**src/rtl/gfm_pkg.sv**
```systemverilog
// Shared types and constants of the mirrored-edge Gaussian smoothing filter.
package gfm_pkg;

  localparam int MAX_RADIUS     = 6;
  localparam int RAD_W          = 3;
  localparam int WIN_DEPTH      = 2 * MAX_RADIUS + 1;
  localparam int OFF_W          = $clog2(WIN_DEPTH);
  localparam int SAMPLE_W       = 8;
  localparam int CNT_W          = 10;
  localparam int COEF_FRAC_BITS = 16;
  localparam int COEF_W         = COEF_FRAC_BITS + 1;
  localparam int IDX_W          = 3;

  localparam logic [CNT_W-1:0] COUNT_MAX = {CNT_W{1'b1}};

  // Configuration register indexes; the coefficient registers follow the radius.
  localparam logic [IDX_W-1:0] REG_RADIUS      = 3'd0;
  localparam logic [IDX_W-1:0] REG_COEF_CENTER = 3'd1;

  typedef logic [COEF_W-1:0] coef_t;
  typedef coef_t [MAX_RADIUS:0] coefs_t;

  // One classified input beat as it travels from the front to the back.
  typedef struct packed {
    logic [SAMPLE_W-1:0] sample;
    logic                last;
    logic                short_frame;
    logic [RAD_W-1:0]    radius;
    logic [RAD_W-1:0]    num_results;
    logic [RAD_W-1:0]    start_lag;
    logic [CNT_W-1:0]    position;
  } gfm_item_t;

endpackage

```
**src/rtl/gfm_front.sv**
```systemverilog
// Front end: accepts input beats, tracks frame counters and plans the results of each beat.
module gfm_front import gfm_pkg::*; (
  input  logic             clk_i,
  input  logic             rst_ni,
  input  logic             push_i,
  input  logic             full_i,
  input  logic [SAMPLE_W-1:0] sample_i,
  input  logic             frame_end_i,
  input  logic [RAD_W-1:0] radius_i,
  output logic             item_valid_o,
  output gfm_item_t        item_o
);

  logic [CNT_W-1:0] seen_q, seen_d;
  logic [CNT_W-1:0] noi_q, noi_d;
  logic [RAD_W-1:0] frame_r_q, frame_r_d;

  logic             accept;
  logic [RAD_W-1:0] r_clamp;
  logic [RAD_W-1:0] r_use;
  logic [CNT_W-1:0] seen_new;
  logic [CNT_W:0]   noi_sum;

  assign accept       = push_i && !full_i;
  assign item_valid_o = accept;

  always_comb begin
    r_clamp  = (radius_i > RAD_W'(MAX_RADIUS)) ? RAD_W'(MAX_RADIUS) : radius_i;
    r_use    = (seen_q == '0) ? r_clamp : frame_r_q;
    seen_new = (seen_q == COUNT_MAX) ? COUNT_MAX : seen_q + 1'b1;

    item_o.sample      = sample_i;
    item_o.last        = frame_end_i;
    item_o.short_frame = 1'b0;
    item_o.radius      = r_use;
    item_o.num_results = '0;
    item_o.start_lag   = r_use;
    item_o.position    = noi_q;

    if (!frame_end_i) begin
      // Mid-frame: one result once the window holds the whole right half.
      item_o.num_results = (seen_new > CNT_W'(r_use)) ? RAD_W'(1) : '0;
    end else if (seen_new < CNT_W'(r_use)) begin
      // Too few samples for the kernel: every sample gets a zero result.
      item_o.short_frame = 1'b1;
      item_o.num_results = seen_new[RAD_W-1:0];
      item_o.start_lag   = '0;
    end else begin
      // End of frame: drain the remaining centers, oldest first.
      item_o.start_lag   = (seen_new > CNT_W'(r_use)) ? r_use
                                                      : RAD_W'(seen_new - 1'b1);
      item_o.num_results = item_o.start_lag + 1'b1;
    end

    noi_sum = {1'b0, noi_q} + (CNT_W+1)'(item_o.num_results);

    seen_d    = seen_q;
    noi_d     = noi_q;
    frame_r_d = frame_r_q;
    if (accept) begin
      frame_r_d = r_use;
      if (frame_end_i) begin
        seen_d = '0;
        noi_d  = '0;
      end else begin
        seen_d = seen_new;
        noi_d  = (noi_sum > {1'b0, COUNT_MAX}) ? COUNT_MAX : noi_sum[CNT_W-1:0];
      end
    end
  end

  always_ff @(posedge clk_i or negedge rst_ni) begin
    if (!rst_ni) begin
      seen_q    <= '0;
      noi_q     <= '0;
      frame_r_q <= '0;
    end else begin
      seen_q    <= seen_d;
      noi_q     <= noi_d;
      frame_r_q <= frame_r_d;
    end
  end

endmodule

```
**src/rtl/gfm_fifo.sv**
```systemverilog
// Small queue of classified beats between the front end and the filter engine.
module gfm_fifo import gfm_pkg::*; #(
  parameter int DEPTH = 2
) (
  input  logic      clk_i,
  input  logic      rst_ni,
  input  logic      wr_valid_i,
  input  gfm_item_t wr_item_i,
  output logic      full_o,
  input  logic      rd_take_i,
  output logic      rd_valid_o,
  output gfm_item_t rd_item_o
);

  localparam int PTR_W = $clog2(DEPTH);
  localparam int CNT_W_Q = $clog2(DEPTH + 1);

  gfm_item_t          mem_q [DEPTH];
  logic [PTR_W-1:0]   wr_ptr_q, wr_ptr_d;
  logic [PTR_W-1:0]   rd_ptr_q, rd_ptr_d;
  logic [CNT_W_Q-1:0] count_q, count_d;
  logic               do_wr, do_rd;

  assign full_o     = (count_q == CNT_W_Q'(DEPTH));
  assign rd_valid_o = (count_q != '0);
  assign rd_item_o  = mem_q[rd_ptr_q];
  assign do_wr      = wr_valid_i && !full_o;
  assign do_rd      = rd_take_i && rd_valid_o;

  always_comb begin
    wr_ptr_d = wr_ptr_q;
    rd_ptr_d = rd_ptr_q;
    count_d  = count_q;
    if (do_wr) begin
      wr_ptr_d = (wr_ptr_q == PTR_W'(DEPTH - 1)) ? '0 : wr_ptr_q + 1'b1;
    end
    if (do_rd) begin
      rd_ptr_d = (rd_ptr_q == PTR_W'(DEPTH - 1)) ? '0 : rd_ptr_q + 1'b1;
    end
    if (do_wr && !do_rd) begin
      count_d = count_q + 1'b1;
    end else if (do_rd && !do_wr) begin
      count_d = count_q - 1'b1;
    end
  end

  always_ff @(posedge clk_i or negedge rst_ni) begin
    if (!rst_ni) begin
      wr_ptr_q <= '0;
      rd_ptr_q <= '0;
      count_q  <= '0;
    end else begin
      wr_ptr_q <= wr_ptr_d;
      rd_ptr_q <= rd_ptr_d;
      count_q  <= count_d;
    end
  end

  always_ff @(posedge clk_i) begin
    if (do_wr) begin
      mem_q[wr_ptr_q] <= wr_item_i;
    end
  end

endmodule

```
**src/rtl/gfm_back.sv**
```systemverilog
// Filter engine: owns the sample window and runs one shared multiply-accumulate per result.
module gfm_back import gfm_pkg::*; (
  input  logic                clk_i,
  input  logic                rst_ni,
  input  logic                item_valid_i,
  input  gfm_item_t           item_i,
  output logic                item_take_o,
  input  coefs_t              coefs_i,
  input  logic                pop,
  output logic                empty,
  output logic [SAMPLE_W-1:0] smoothed_o,
  output logic [CNT_W-1:0]    position_o,
  output logic                final_result_o,
  output logic                short_frame_o
);

  localparam logic [1:0] ST_IDLE = 2'd0;
  localparam logic [1:0] ST_MAC  = 2'd1;
  localparam logic [1:0] ST_HOLD = 2'd2;

  logic [1:0]          state_q, state_d;
  logic [SAMPLE_W-1:0] window_q [WIN_DEPTH];
  logic [RAD_W-1:0]    r_q, r_d;
  logic [RAD_W-1:0]    cnt_q, cnt_d;
  logic [RAD_W-1:0]    k_q, k_d;
  logic [RAD_W-1:0]    lag_q, lag_d;
  logic                short_q, short_d;
  logic                last_q, last_d;
  logic [CNT_W-1:0]    pos_q, pos_d;
  logic [RAD_W-1:0]    j_q, j_d;
  logic                right_q, right_d;
  logic [SAMPLE_W-1:0] acc_q, acc_d;

  logic                out_valid_q;
  logic [SAMPLE_W-1:0] out_smoothed_q;
  logic [CNT_W-1:0]    out_position_q;
  logic                out_final_q;
  logic                out_short_q;

  logic                out_free;
  logic                out_load;
  logic                shift_en;
  logic [OFF_W:0]      off;
  logic [SAMPLE_W-1:0] win_val;
  coef_t               coef;
  logic [SAMPLE_W+COEF_FRAC_BITS-1:0] prod;
  logic [SAMPLE_W-1:0] tap_val;

  assign out_free       = !out_valid_q || pop;
  assign empty          = !out_valid_q;
  assign smoothed_o     = out_smoothed_q;
  assign position_o     = out_position_q;
  assign final_result_o = out_final_q;
  assign short_frame_o  = out_short_q;

  // Window offset of the current tap, with half-sample mirroring at both edges.
  always_comb begin
    if (j_q == '0) begin
      off = (OFF_W+1)'(lag_q);
    end else if (!right_q) begin
      if (CNT_W'(j_q) <= pos_q) begin
        off = (OFF_W+1)'(lag_q) + (OFF_W+1)'(j_q);
      end else begin
        off = (OFF_W+1)'(lag_q) + (OFF_W+1)'({pos_q[RAD_W-1:0], 1'b0}) + 1'b1
              - (OFF_W+1)'(j_q);
      end
    end else if (j_q <= lag_q) begin
      off = (OFF_W+1)'(lag_q - j_q);
    end else begin
      off = (OFF_W+1)'(j_q - lag_q - 1'b1);
    end
    win_val = (off < (OFF_W+1)'(WIN_DEPTH)) ? window_q[off[OFF_W-1:0]] : '0;
    coef    = coefs_i[j_q];
    prod    = win_val * coef[COEF_FRAC_BITS-1:0];
    // A coefficient of one or more passes the sample through unchanged.
    tap_val = coef[COEF_FRAC_BITS] ? win_val : prod[SAMPLE_W+COEF_FRAC_BITS-1:COEF_FRAC_BITS];
  end

  always_comb begin
    state_d     = state_q;
    r_d         = r_q;
    cnt_d       = cnt_q;
    k_d         = k_q;
    lag_d       = lag_q;
    short_d     = short_q;
    last_d      = last_q;
    pos_d       = pos_q;
    j_d         = j_q;
    right_d     = right_q;
    acc_d       = acc_q;
    item_take_o = 1'b0;
    shift_en    = 1'b0;
    out_load    = 1'b0;

    case (state_q)
      ST_IDLE: begin
        if (item_valid_i) begin
          item_take_o = 1'b1;
          shift_en    = 1'b1;
          r_d         = item_i.radius;
          cnt_d       = item_i.num_results;
          k_d         = '0;
          lag_d       = item_i.start_lag;
          short_d     = item_i.short_frame;
          last_d      = item_i.last;
          pos_d       = item_i.position;
          j_d         = '0;
          right_d     = 1'b0;
          acc_d       = '0;
          if (item_i.num_results != '0) begin
            state_d = item_i.short_frame ? ST_HOLD : ST_MAC;
          end
        end
      end
      ST_MAC: begin
        acc_d = acc_q + tap_val;
        if (j_q == '0) begin
          if (r_q == '0) begin
            state_d = ST_HOLD;
          end else begin
            j_d     = RAD_W'(1);
            right_d = 1'b0;
          end
        end else if (!right_q) begin
          right_d = 1'b1;
        end else if (j_q == r_q) begin
          state_d = ST_HOLD;
        end else begin
          j_d     = j_q + 1'b1;
          right_d = 1'b0;
        end
      end
      ST_HOLD: begin
        if (out_free) begin
          out_load = 1'b1;
          if (k_q == cnt_q - 1'b1) begin
            state_d = ST_IDLE;
          end else begin
            k_d     = k_q + 1'b1;
            lag_d   = (lag_q == '0) ? '0 : lag_q - 1'b1;
            pos_d   = (pos_q == COUNT_MAX) ? COUNT_MAX : pos_q + 1'b1;
            j_d     = '0;
            right_d = 1'b0;
            acc_d   = '0;
            state_d = short_q ? ST_HOLD : ST_MAC;
          end
        end
      end
      default: begin
        state_d = ST_IDLE;
      end
    endcase
  end

  always_ff @(posedge clk_i or negedge rst_ni) begin
    if (!rst_ni) begin
      state_q     <= ST_IDLE;
      out_valid_q <= 1'b0;
    end else begin
      state_q <= state_d;
      if (out_load) begin
        out_valid_q <= 1'b1;
      end else if (pop) begin
        out_valid_q <= 1'b0;
      end
    end
  end

  always_ff @(posedge clk_i) begin
    r_q     <= r_d;
    cnt_q   <= cnt_d;
    k_q     <= k_d;
    lag_q   <= lag_d;
    short_q <= short_d;
    last_q  <= last_d;
    pos_q   <= pos_d;
    j_q     <= j_d;
    right_q <= right_d;
    acc_q   <= acc_d;
    if (out_load) begin
      out_smoothed_q <= short_q ? '0 : acc_q;
      out_position_q <= pos_q;
      out_final_q    <= last_q && (k_q == cnt_q - 1'b1);
      out_short_q    <= short_q;
    end
    if (shift_en) begin
      window_q[0] <= item_i.sample;
      for (int i = 1; i < WIN_DEPTH; i++) begin
        window_q[i] <= window_q[i-1];
      end
    end
  end

endmodule

```
**src/rtl/gaussian_filter_1d_mirror_edges_core.sv**
```systemverilog
// Top level of the one-dimensional Gaussian smoothing filter with mirrored frame edges.
//
// Input channel: a sample beat with its frame_end mark is taken when push is high and
// full is low. Result channel: the oldest result sits on the result ports while empty
// is low and leaves when pop is high. Configuration: cfg_index_i selects the radius
// (index 0) or one of the seven coefficients (center, then taps 1 to 6); a write lands
// when cfg_valid_i is high, and cfg_ready_o is always high.
// Each sample beat enters the window in the engine, and for each result it causes, the
// single shared multiply-accumulate visits the center tap and both mirrored neighbors of
// every offset, one tap per cycle, then hands the result over once the output is free.
// The first result of a frame follows its center sample by radius beats; the last radius
// results come out after the frame_end beat. Frames shorter than the radius yield one
// zero result per sample, flagged short_frame.
// Reset clears the frame counters, the queue and the output register and restores
// radius 0 with a unit center coefficient. When the receiver stalls, the finished result
// stays put, the engine finishes the next one and waits, and the input queue of
// QUEUE_DEPTH beats fills until full rises.
module gaussian_filter_1d_mirror_edges_core import gfm_pkg::*; #(
  parameter int QUEUE_DEPTH = 2
) (
  input  logic                clk_i,
  input  logic                rst_ni,
  input  logic                push,
  output logic                full,
  input  logic [SAMPLE_W-1:0] sample_i,
  input  logic                frame_end_i,
  output logic                empty,
  input  logic                pop,
  output logic [SAMPLE_W-1:0] smoothed_o,
  output logic [CNT_W-1:0]    position_o,
  output logic                final_result_o,
  output logic                short_frame_o,
  input  logic                cfg_valid_i,
  output logic                cfg_ready_o,
  input  logic [IDX_W-1:0]    cfg_index_i,
  input  logic [COEF_W-1:0]   cfg_data_i
);

  // Configuration registers; the user must change them only while idle (not enforced).
  logic [RAD_W-1:0] radius_q;
  coefs_t           coefs_q;

  gfm_item_t front_item;
  logic      front_valid;
  gfm_item_t queue_item;
  logic      queue_valid;
  logic      back_take;

  assign cfg_ready_o = 1'b1;

  always_ff @(posedge clk_i or negedge rst_ni) begin
    if (!rst_ni) begin
      radius_q <= '0;
      // Only the center coefficient starts at unity; all taps start at zero.
      coefs_q  <= coefs_t'(COEF_W'(1) << COEF_FRAC_BITS);
    end else if (cfg_valid_i) begin
      case (cfg_index_i)
        REG_RADIUS: begin
          radius_q <= cfg_data_i[RAD_W-1:0];
        end
        default: begin
          // Indexes from the center coefficient on map onto the coefficient array.
          coefs_q[cfg_index_i - REG_COEF_CENTER] <= cfg_data_i;
        end
      endcase
    end
  end

  // The front counts samples and decides how many results each beat releases.
  gfm_front u_front (
    .clk_i        (clk_i),
    .rst_ni       (rst_ni),
    .push_i       (push),
    .full_i       (full),
    .sample_i     (sample_i),
    .frame_end_i  (frame_end_i),
    .radius_i     (radius_q),
    .item_valid_o (front_valid),
    .item_o       (front_item)
  );

  gfm_fifo #(
    .DEPTH (QUEUE_DEPTH)
  ) u_queue (
    .clk_i      (clk_i),
    .rst_ni     (rst_ni),
    .wr_valid_i (front_valid),
    .wr_item_i  (front_item),
    .full_o     (full),
    .rd_take_i  (back_take),
    .rd_valid_o (queue_valid),
    .rd_item_o  (queue_item)
  );

  // The back shifts the window and computes the planned results one tap at a time.
  gfm_back u_back (
    .clk_i          (clk_i),
    .rst_ni         (rst_ni),
    .item_valid_i   (queue_valid),
    .item_i         (queue_item),
    .item_take_o    (back_take),
    .coefs_i        (coefs_q),
    .pop            (pop),
    .empty          (empty),
    .smoothed_o     (smoothed_o),
    .position_o     (position_o),
    .final_result_o (final_result_o),
    .short_frame_o  (short_frame_o)
  );

endmodule

```
**config.mk**
```make
export PLATFORM = sky130hd
export DESIGN_NAME = gaussian_filter_1d_mirror_edges_core
export DESIGN_NICKNAME = d
export VERILOG_FILES = /design/src/rtl/gfm_pkg.sv /design/src/rtl/gfm_front.sv /design/src/rtl/gfm_fifo.sv /design/src/rtl/gfm_back.sv /design/src/rtl/gaussian_filter_1d_mirror_edges_core.sv
export SDC_FILE = /design/constraint.sdc
export NUM_CORES = 1
export LEC_CHECK = 0
export ABC_CLOCK_PERIOD_IN_PS = 30500
export BUFFER_PORTS_ARGS = -buffer_cell sky130_fd_sc_hd__buf_2
export CORE_AREA = 5 5 224 226
export CTS_CLUSTER_DIAMETER = 120
export CTS_CLUSTER_SIZE = 30
export DETAILED_ROUTE_END_ITERATION = 10
export DIE_AREA = 0 0 229 231
export GPL_TIMING_DRIVEN = 0
export HOLD_SLACK_MARGIN = 0.05
export PLACE_DENSITY_LB_ADDON = 0.08
export SLEW_MARGIN = 20
export SYNTH_ARGS = -nofsm -noshare
export SYNTH_HDL_FRONTEND = slang
export SYNTH_SLANG_ARGS = --single-unit
```
**constraint.sdc**
```tcl
create_clock -name clk_i -period 30.5 [get_ports clk_i]
set_input_delay 6.1 -clock clk_i [delete_from_list [all_inputs] [get_ports clk_i]]
set_output_delay 6.1 -clock clk_i [all_outputs]
set_load 0.02 [all_outputs]
```
Word-level counts from Yosys, hierarchy flattened
Memories as Yosys holds them, arrays and structs flattened.
Index checks and enable logic that the tools add are counted.
{"block": "op_classes", "n_addsub": 22, "n_mul": 1, "div": 0, "order_cmp": 10, "n_eq_ne": 16, "shifts": 0, "muxes": 82, "bitwise": 1, "reduce_logical": 32}
{"cell": "bitwise mux 119 bit", "count": 1}
{"cell": "two-way mux 10 bit", "count": 8}
{"cell": "two-way mux 3 bit", "count": 18}
{"cell": "binary-select mux 17 bit (select 3 bit)", "count": 1}
{"cell": "demux 17 bit (select 3 bit)", "count": 1}
{"cell": "two-way mux 8 bit", "count": 5}
{"cell": "two-way mux 17 bit", "count": 2}
{"cell": "multiplier 8 x 16 -> 24 bit", "count": 1}
{"cell": "two-way mux 2 bit", "count": 12}
{"cell": "case mux 8 bit (3 select lines)", "count": 1}
{"cell": "two-way mux 1 bit", "count": 22}
{"cell": "adder 10 x 1 -> 10 bit, second input constant", "count": 2}
{"cell": "== test 10 bit, second input constant", "count": 2}
{"cell": "two-way mux 5 bit", "count": 4}
{"cell": "case mux 10 bit (2 select lines)", "count": 1}
{"cell": "logical NOT 3 bit", "count": 4}
{"cell": "case mux 3 bit (2 select lines)", "count": 2}
{"cell": "subtractor 3 x 1 -> 3 bit, second input constant", "count": 4}
{"cell": "adder 10 x 3 -> 11 bit", "count": 1}
{"cell": "greater-than comparator 11 x 10 -> 1 bit, second input constant", "count": 1}
{"cell": "greater-than comparator 10 x 3 -> 1 bit", "count": 1}
{"cell": "less-or-equal comparator 3 x 10 -> 1 bit", "count": 1}
{"cell": "logical NOT 10 bit", "count": 1}
{"cell": "< comparator 10 x 3 -> 1 bit", "count": 1}
{"cell": "40 further kinds", "count": 67}
{"block": "totals", "ff_bits": 208, "latchBits": 0, "mem_bits_rw": 162, "mem_bits_ro": 0, "input_bits": 34, "output_inout_bits": 23, "wordCells": 196, "n_memories": 2}
{"memory": "u_back.window_q", "depth": 13, "width": 8, "read_ports": 13, "rd_clocked_by_memory_dff": 0, "wr": 13, "line": "gfm_back.sv:22", "text": "logic [SAMPLE_W-1:0] window_q [WIN_DEPTH];"}
{"memory": "u_queue.mem_q", "depth": 2, "width": 29, "read_ports": 1, "rd_clocked_by_memory_dff": 0, "wr": 1, "line": "gfm_fifo.sv:18", "text": "gfm_item_t mem_q [DEPTH];"}

Longest topological paths before layout
{"block": "depth", "word_depth": 12, "mapped_depth": 51, "ltp_nobuf": 46}

Hierarchy
Synthesis repeated with hierarchy kept, for this count alone.
{"block": "hier_totals", "hier_cells": 1781, "area_unflattened_um2": 21440.6}
{"mod": "gfm_back", "n_inst": 1, "cells_each": 1174, "area_each_um2": 12567.1, "seq_area_each_um2": 4879.7}
{"mod": "gaussian_filter_1d_mirror_edges_core", "n_inst": 1, "cells_each": 275, "area_each_um2": 4697.0, "seq_area_each_um2": 3054.2}
{"mod": "gfm_fifo", "n_inst": 1, "cells_each": 109, "area_each_um2": 2309.7, "seq_area_each_um2": 1841.8}
{"mod": "gfm_front", "n_inst": 1, "cells_each": 223, "area_each_um2": 1866.8, "seq_area_each_um2": 575.6}

Worst setup path after synthesis
Ideal clock, no wire load.
{"block": "synth_path", "kind": "register to register", "start": "register u_back.j_q[1]", "end": "register u_back.acc_q[7] (data pin)", "setup_time_ns": 0.138, "arrival_time_ns": 10.340, "required_time_ns": 30.362, "slack_ns": 20.022, "stages_incl_launch_ff": 43, "path_buffers": 6, "period_less_slack_ns": 10.478, "cell_sequence": "edfxtp_1 clkbuf_1 clkbuf_1 buf_1 inv_1 fa_1 or3_4 a41o_4 nand3_2 clkbuf_1 clkbuf_1 nand2_1 nand3_1 and3_1 a21oi_1 a211o_1 clkbuf_1 or2_2 (+7 left out) ha_1 and4_1 nand2_1 or3_1 o311ai_2 xor2_1 a21o_1 ha_1 a21o_1 a21o_1 a21o_1 a21oi_1 o21bai_1 a21oi_1 xnor2_1 o2111ai_1 mux2_1 nand4_1"}
{"block": "synth_via", "elab_chain_cells": 11, "elab_cells_between_ends": 21, "cone_classes": "6 x add/sub; 1 x mul; 3 x order compare; 9 x mux; 1 x reduce/logical; 1 x memory"}
{"item": "start, declared", "line": "gfm_back.sv:30", "text": "logic [RAD_W-1:0] j_q, j_d;"}
{"item": "start signal, assigned", "line": "gfm_back.sv:177", "text": "j_q <= j_d;"}
{"item": "subtractor 3 x 3 -> 4 bit", "line": "gfm_back.sv:70", "text": "off = (OFF_W+1)'(j_q - lag_q - 1'b1);"}
{"item": "subtractor 5 x 1 -> 5 bit", "line": "gfm_back.sv:70"}
{"item": "two-way mux 5 bit", "line": "gfm_back.sv:67", "text": "end else if (j_q <= lag_q) begin"}
{"item": "two-way mux 5 bit", "line": "gfm_back.sv:60", "text": "end else if (!right_q) begin"}
{"item": "two-way mux 5 bit", "line": "gfm_back.sv:58", "text": "if (j_q == '0) begin"}
{"item": "memory (13 x 8 bit) or < comparator 5 x 4 -> 1 bit (tied branches)"}
{"item": "two-way mux 8 bit", "line": "gfm_back.sv:72", "text": "win_val = (off < (OFF_W+1)'(WIN_DEPTH)) ? window_q[off[OFF_W-1:0]] : '0;"}
{"item": "multiplier 8 x 16 -> 24 bit", "line": "gfm_back.sv:74", "text": "prod = win_val * coef[COEF_FRAC_BITS-1:0];"}
{"item": "two-way mux 8 bit (*)", "line": "gfm_back.sv:76", "text": "tap_val = coef[COEF_FRAC_BITS] ? win_val : prod[SAMPLE_W+COEF_FRAC_BITS-1:COEF_FRAC_BITS];"}
{"item": "adder 8 bit (*)", "line": "gfm_back.sv:116", "text": "acc_d = acc_q + tap_val;"}
{"item": "case mux 8 bit (3 select lines) (*)", "line": "gfm_back.sv:95", "text": "case (state_q)"}
{"item": "end signal, assigned", "line": "gfm_back.sv:179", "text": "acc_q <= acc_d;"}
{"item": "end, declared", "line": "gfm_back.sv:32", "text": "logic [SAMPLE_W-1:0] acc_q, acc_d;"}
Mark *: on every way between the ends. The rest lies on a longest branch, timed or not. The select of a mux whose other input is x is not followed.
A chain may end at the register's enable or synchronous reset.

Worst setup path after layout
Ends and elaborated chain as after synthesis.

==> results.py <==
metrics = {
    "drt": {
        "post-route-drc-count": 0,
        "route.antenna.remaining_nets": 0,
        "vias": 13700,
        "drt-pass1-iter-count": 5,
        "wire_per_inst_um": 19.2,
        "viasPerCell": 5.50,
        "routed_wirelength_mm": 48.0,
        "drt-initial-drc-count": 836,
    },
    "worst_setup_path": {
        "cp-end-kind": "flip-flop",
        "path_class": "flip-flop to flip-flop",
        "crit_required_ps": 30930,
        "critPathMaxStageDelay_ps": 700,
        "cp_max_fo": 10,
        "start_kind": "flip-flop",
        "cp_slowest_cell": "clkbuf_1",
        "worst_ep_arrival_time_ps": 13590,
    },
    "grt": {
        "grt_max_degree": 78,
        "grt_pass1_wl_mm": 78.6,
        "grt_pass1_vias": 14200,
        "grtUsageTotal": 0.182,
        "antenna_found_initial": 1,
        "overflow": 0,
    },
    "synth": {
        "syn-num-nets": 1991,
        "async_flop_share": 0.411,
        "ys_types": 91,
        "ys_ff_latch": 370,
        "syn-cell-area_um2": 21200,
        "synthFlopType": "edfxtp_1",
        "ys_warn_count": 0,
        "syn_inst": 1781,
        "avgSynthCellArea_um2": 11.9,
        "synth_edf_count": 218,
        "synth-seq-area-share": 0.487,
    },
    "clock_tree": {
        "clk_pin_slew_worst_paths_ps": 120,
        "hold_buffers": 0,
        "cts_buffers": 16,
        "clk_latency_ps": 560,
        "htree_levels": 1,
        "cts_buffer_depth": 3,
        "cts_tree": "yes",
        "ctsResizeCount": 0,
        "postCtsSetupRepairBufs": 0,
        "root_buffer": "clkbuf_16",
        "clock_sinks": 370,
    },
    "finish": {
        "layout.nets": 2072,
        "drive_gt1_frac": 0.175,
        "most-common-layout-cells": "edfxtp_1, inv_1, mux2_2",
        "area_growth_pct": 8.04,
        "fill_cells": 4374,
        "final_common_cell": "edfxtp_1",
    },
    "floorplanning": {
        "io_pins": 57,
        "core_um2": 48100,
        "fp.dieH_um": 231,
        "die_w_um": 229,
        "std_cell_rows": 81,
        "die-area_um2": 52900,
        "start_util": 0.441,
    },
    "timing": {
        "tns_ps": 0,
        "period_share": 0.432,
        "slew_headroom": 0.184,
        "max_slew.worst_pin.slew_ps": 1220,
        "setup_ws_ps": 17340,
        "hold_viol_final": 0,
        "fin_crit_ps": 13160,
        "skew_ps": 51.5,
        "report.final.slew_viol_count": 0,
        "fmax_ghz": 0.0760,
        "setup_viol": 0,
        "rsz0062_at_grt": "no",
    },
    "worst_hold_path": {
        "hold_path_class": "flip-flop to flip-flop",
    },
    "placed_design": {
        "io_buffers": 55,
        "pre_cts_ws_ps": 17320,
        "dp_hpwl_mm": 34.7,
        "gp_congestion": 0.846,
    },
    "job": {
        "drv_cap": 0,
    },
    "run_status": {
        "status": "completed",
    },
}
[critical path: cells and delay by family, from the launching register on]
| family | cells | cell delay (ps) |
|---|---|---|
| AOI/OAI and AO/OA | 17 | 3410 |
| xor gates and xnor gates | 1 | 410 |
| adders and majority gates | 7 | 3160 |
| buffers and inverters | 11 | 3590 |
| DFF | 1 | 620 |
| muxes | 1 | 330 |
| and+or+nand+nor | 8 | 1490 |
[final cells by class]
class / instances / area [um2] / share of cell area
Buffer: 73 / 319 / 0.0139
Inverter: 164 / 621 / 0.0270
Antenna cell: 1 / 2.50 / 0.000109
Timing Repair Buffer: 63 / 419 / 0.0183
Tap cell: 622 / 778 / 0.0339
Clock buffer: 24 / 430 / 0.0188
Sequential cell: 370 / 10400 / 0.451
Multi-Input combinational cell: 1174 / 9990 / 0.435
Clock inverter: 3 / 40.0 / 0.00174
[sequential cells by signal (all words and copies together), names as in the netlist, 2 cells and up]
| register | flops |
|---|---|
| coefs_q | 119 |
| u_back.window_q | 104 |
| u_queue.mem_q | 58 |
| u_back.pos_q | 10 |
| u_back.position_o | 10 |
| u_front.noi_q | 10 |
| u_front.seen_q | 10 |
| u_back.acc_q | 8 |
| u_back.smoothed_o | 8 |
| radius_q | 3 |
| u_back.cnt_q | 3 |
| u_back.j_q | 3 |
| u_back.k_q | 3 |
| u_back.lag_q | 3 |
| u_back.r_q | 3 |
| u_front.frame_r_q | 3 |
| u_back.state_q | 2 |
| u_queue.count_q | 2 |
[through the flow]
stage,instances,util,instance area [um2],hold WS (ps)
floorplan,1781,-,21200,416
global placement,2458,0.463,22300,428
detailed placement,2466,0.467,22500,432
CTS,2493,0.477,22900,463
global route,2493,0.477,22900,475
finish,2494,0.477,22900,458
[layer usage]
metal  vias up  global-route usage  wire length, um  part of all wire
li1       6502                   -                -                 -
met1      6953               0.261            22800              0.48
met2       214               0.306            22800              0.48
met3        39              0.0204             1700             0.035
met4         0              0.0295              660             0.014
met5         -                   0                0                 0
[cells by family (layout without fill, tap and decap cells)]
family          Yosys count  after routing  synth area share
simple gates            502            502             0.117
flops                   370            370             0.487
compound gates          253            253            0.0848
buf+inv                 237            327            0.0440
mux                     202            202             0.115
fa+ha+maj               176            176             0.136
xor+xnor                 40             40            0.0165
other cells               1              2          0.000177
[synth_stat cells, types with 7 or more instances]
cell type,count,area [um2]
a21o_1,15,113
a21oi_1,68,340
a221o_1,18,180
a22oi_1,8,60.1
a31oi_1,15,93.8
and2_1,7,43.8
and3_1,30,188
buf_1,12,45.0
clkbuf_1,49,184
dfrtp_1,151,3780
edfxtp_1,218,6550
fa_1,91,1820
ha_1,85,1060
inv_1,161,604
mux2_2,160,1800
mux2i_1,23,230
mux4_2,17,383
nand2_1,119,447
nand2b_1,10,62.6
nand3_1,65,325
nand4_1,14,87.6
nor2_1,135,507
nor2b_1,21,131
nor3_1,9,45.0
o21ai_0,34,170
o21ai_1,16,80.1
or2_2,20,125
or3_1,40,250
xnor2_1,25,219
xor2_1,15,131
[path summary, 6_finish.rpt]
path                                        from                     to  slack, ps  depth (start not counted)
min reg2reg                u_back.window_q[1][5]  u_back.window_q[2][5]        460                          0
max reg2reg                        u_back.j_q[1]        u_back.acc_q[7]      17340                         45
min                        u_back.window_q[1][5]  u_back.window_q[2][5]        460                          0
max                                u_back.j_q[1]        u_back.acc_q[7]      17340                         45
min in group asynchronous                 rst_ni            coefs_q[59]       5520                          1
max in group asynchronous                 rst_ni      u_back.state_q[0]      24180                          2
Power is left out: the tool's default activity adds up to more than one toggle a clock period on the data nets, which glitch-free logic cannot reach.
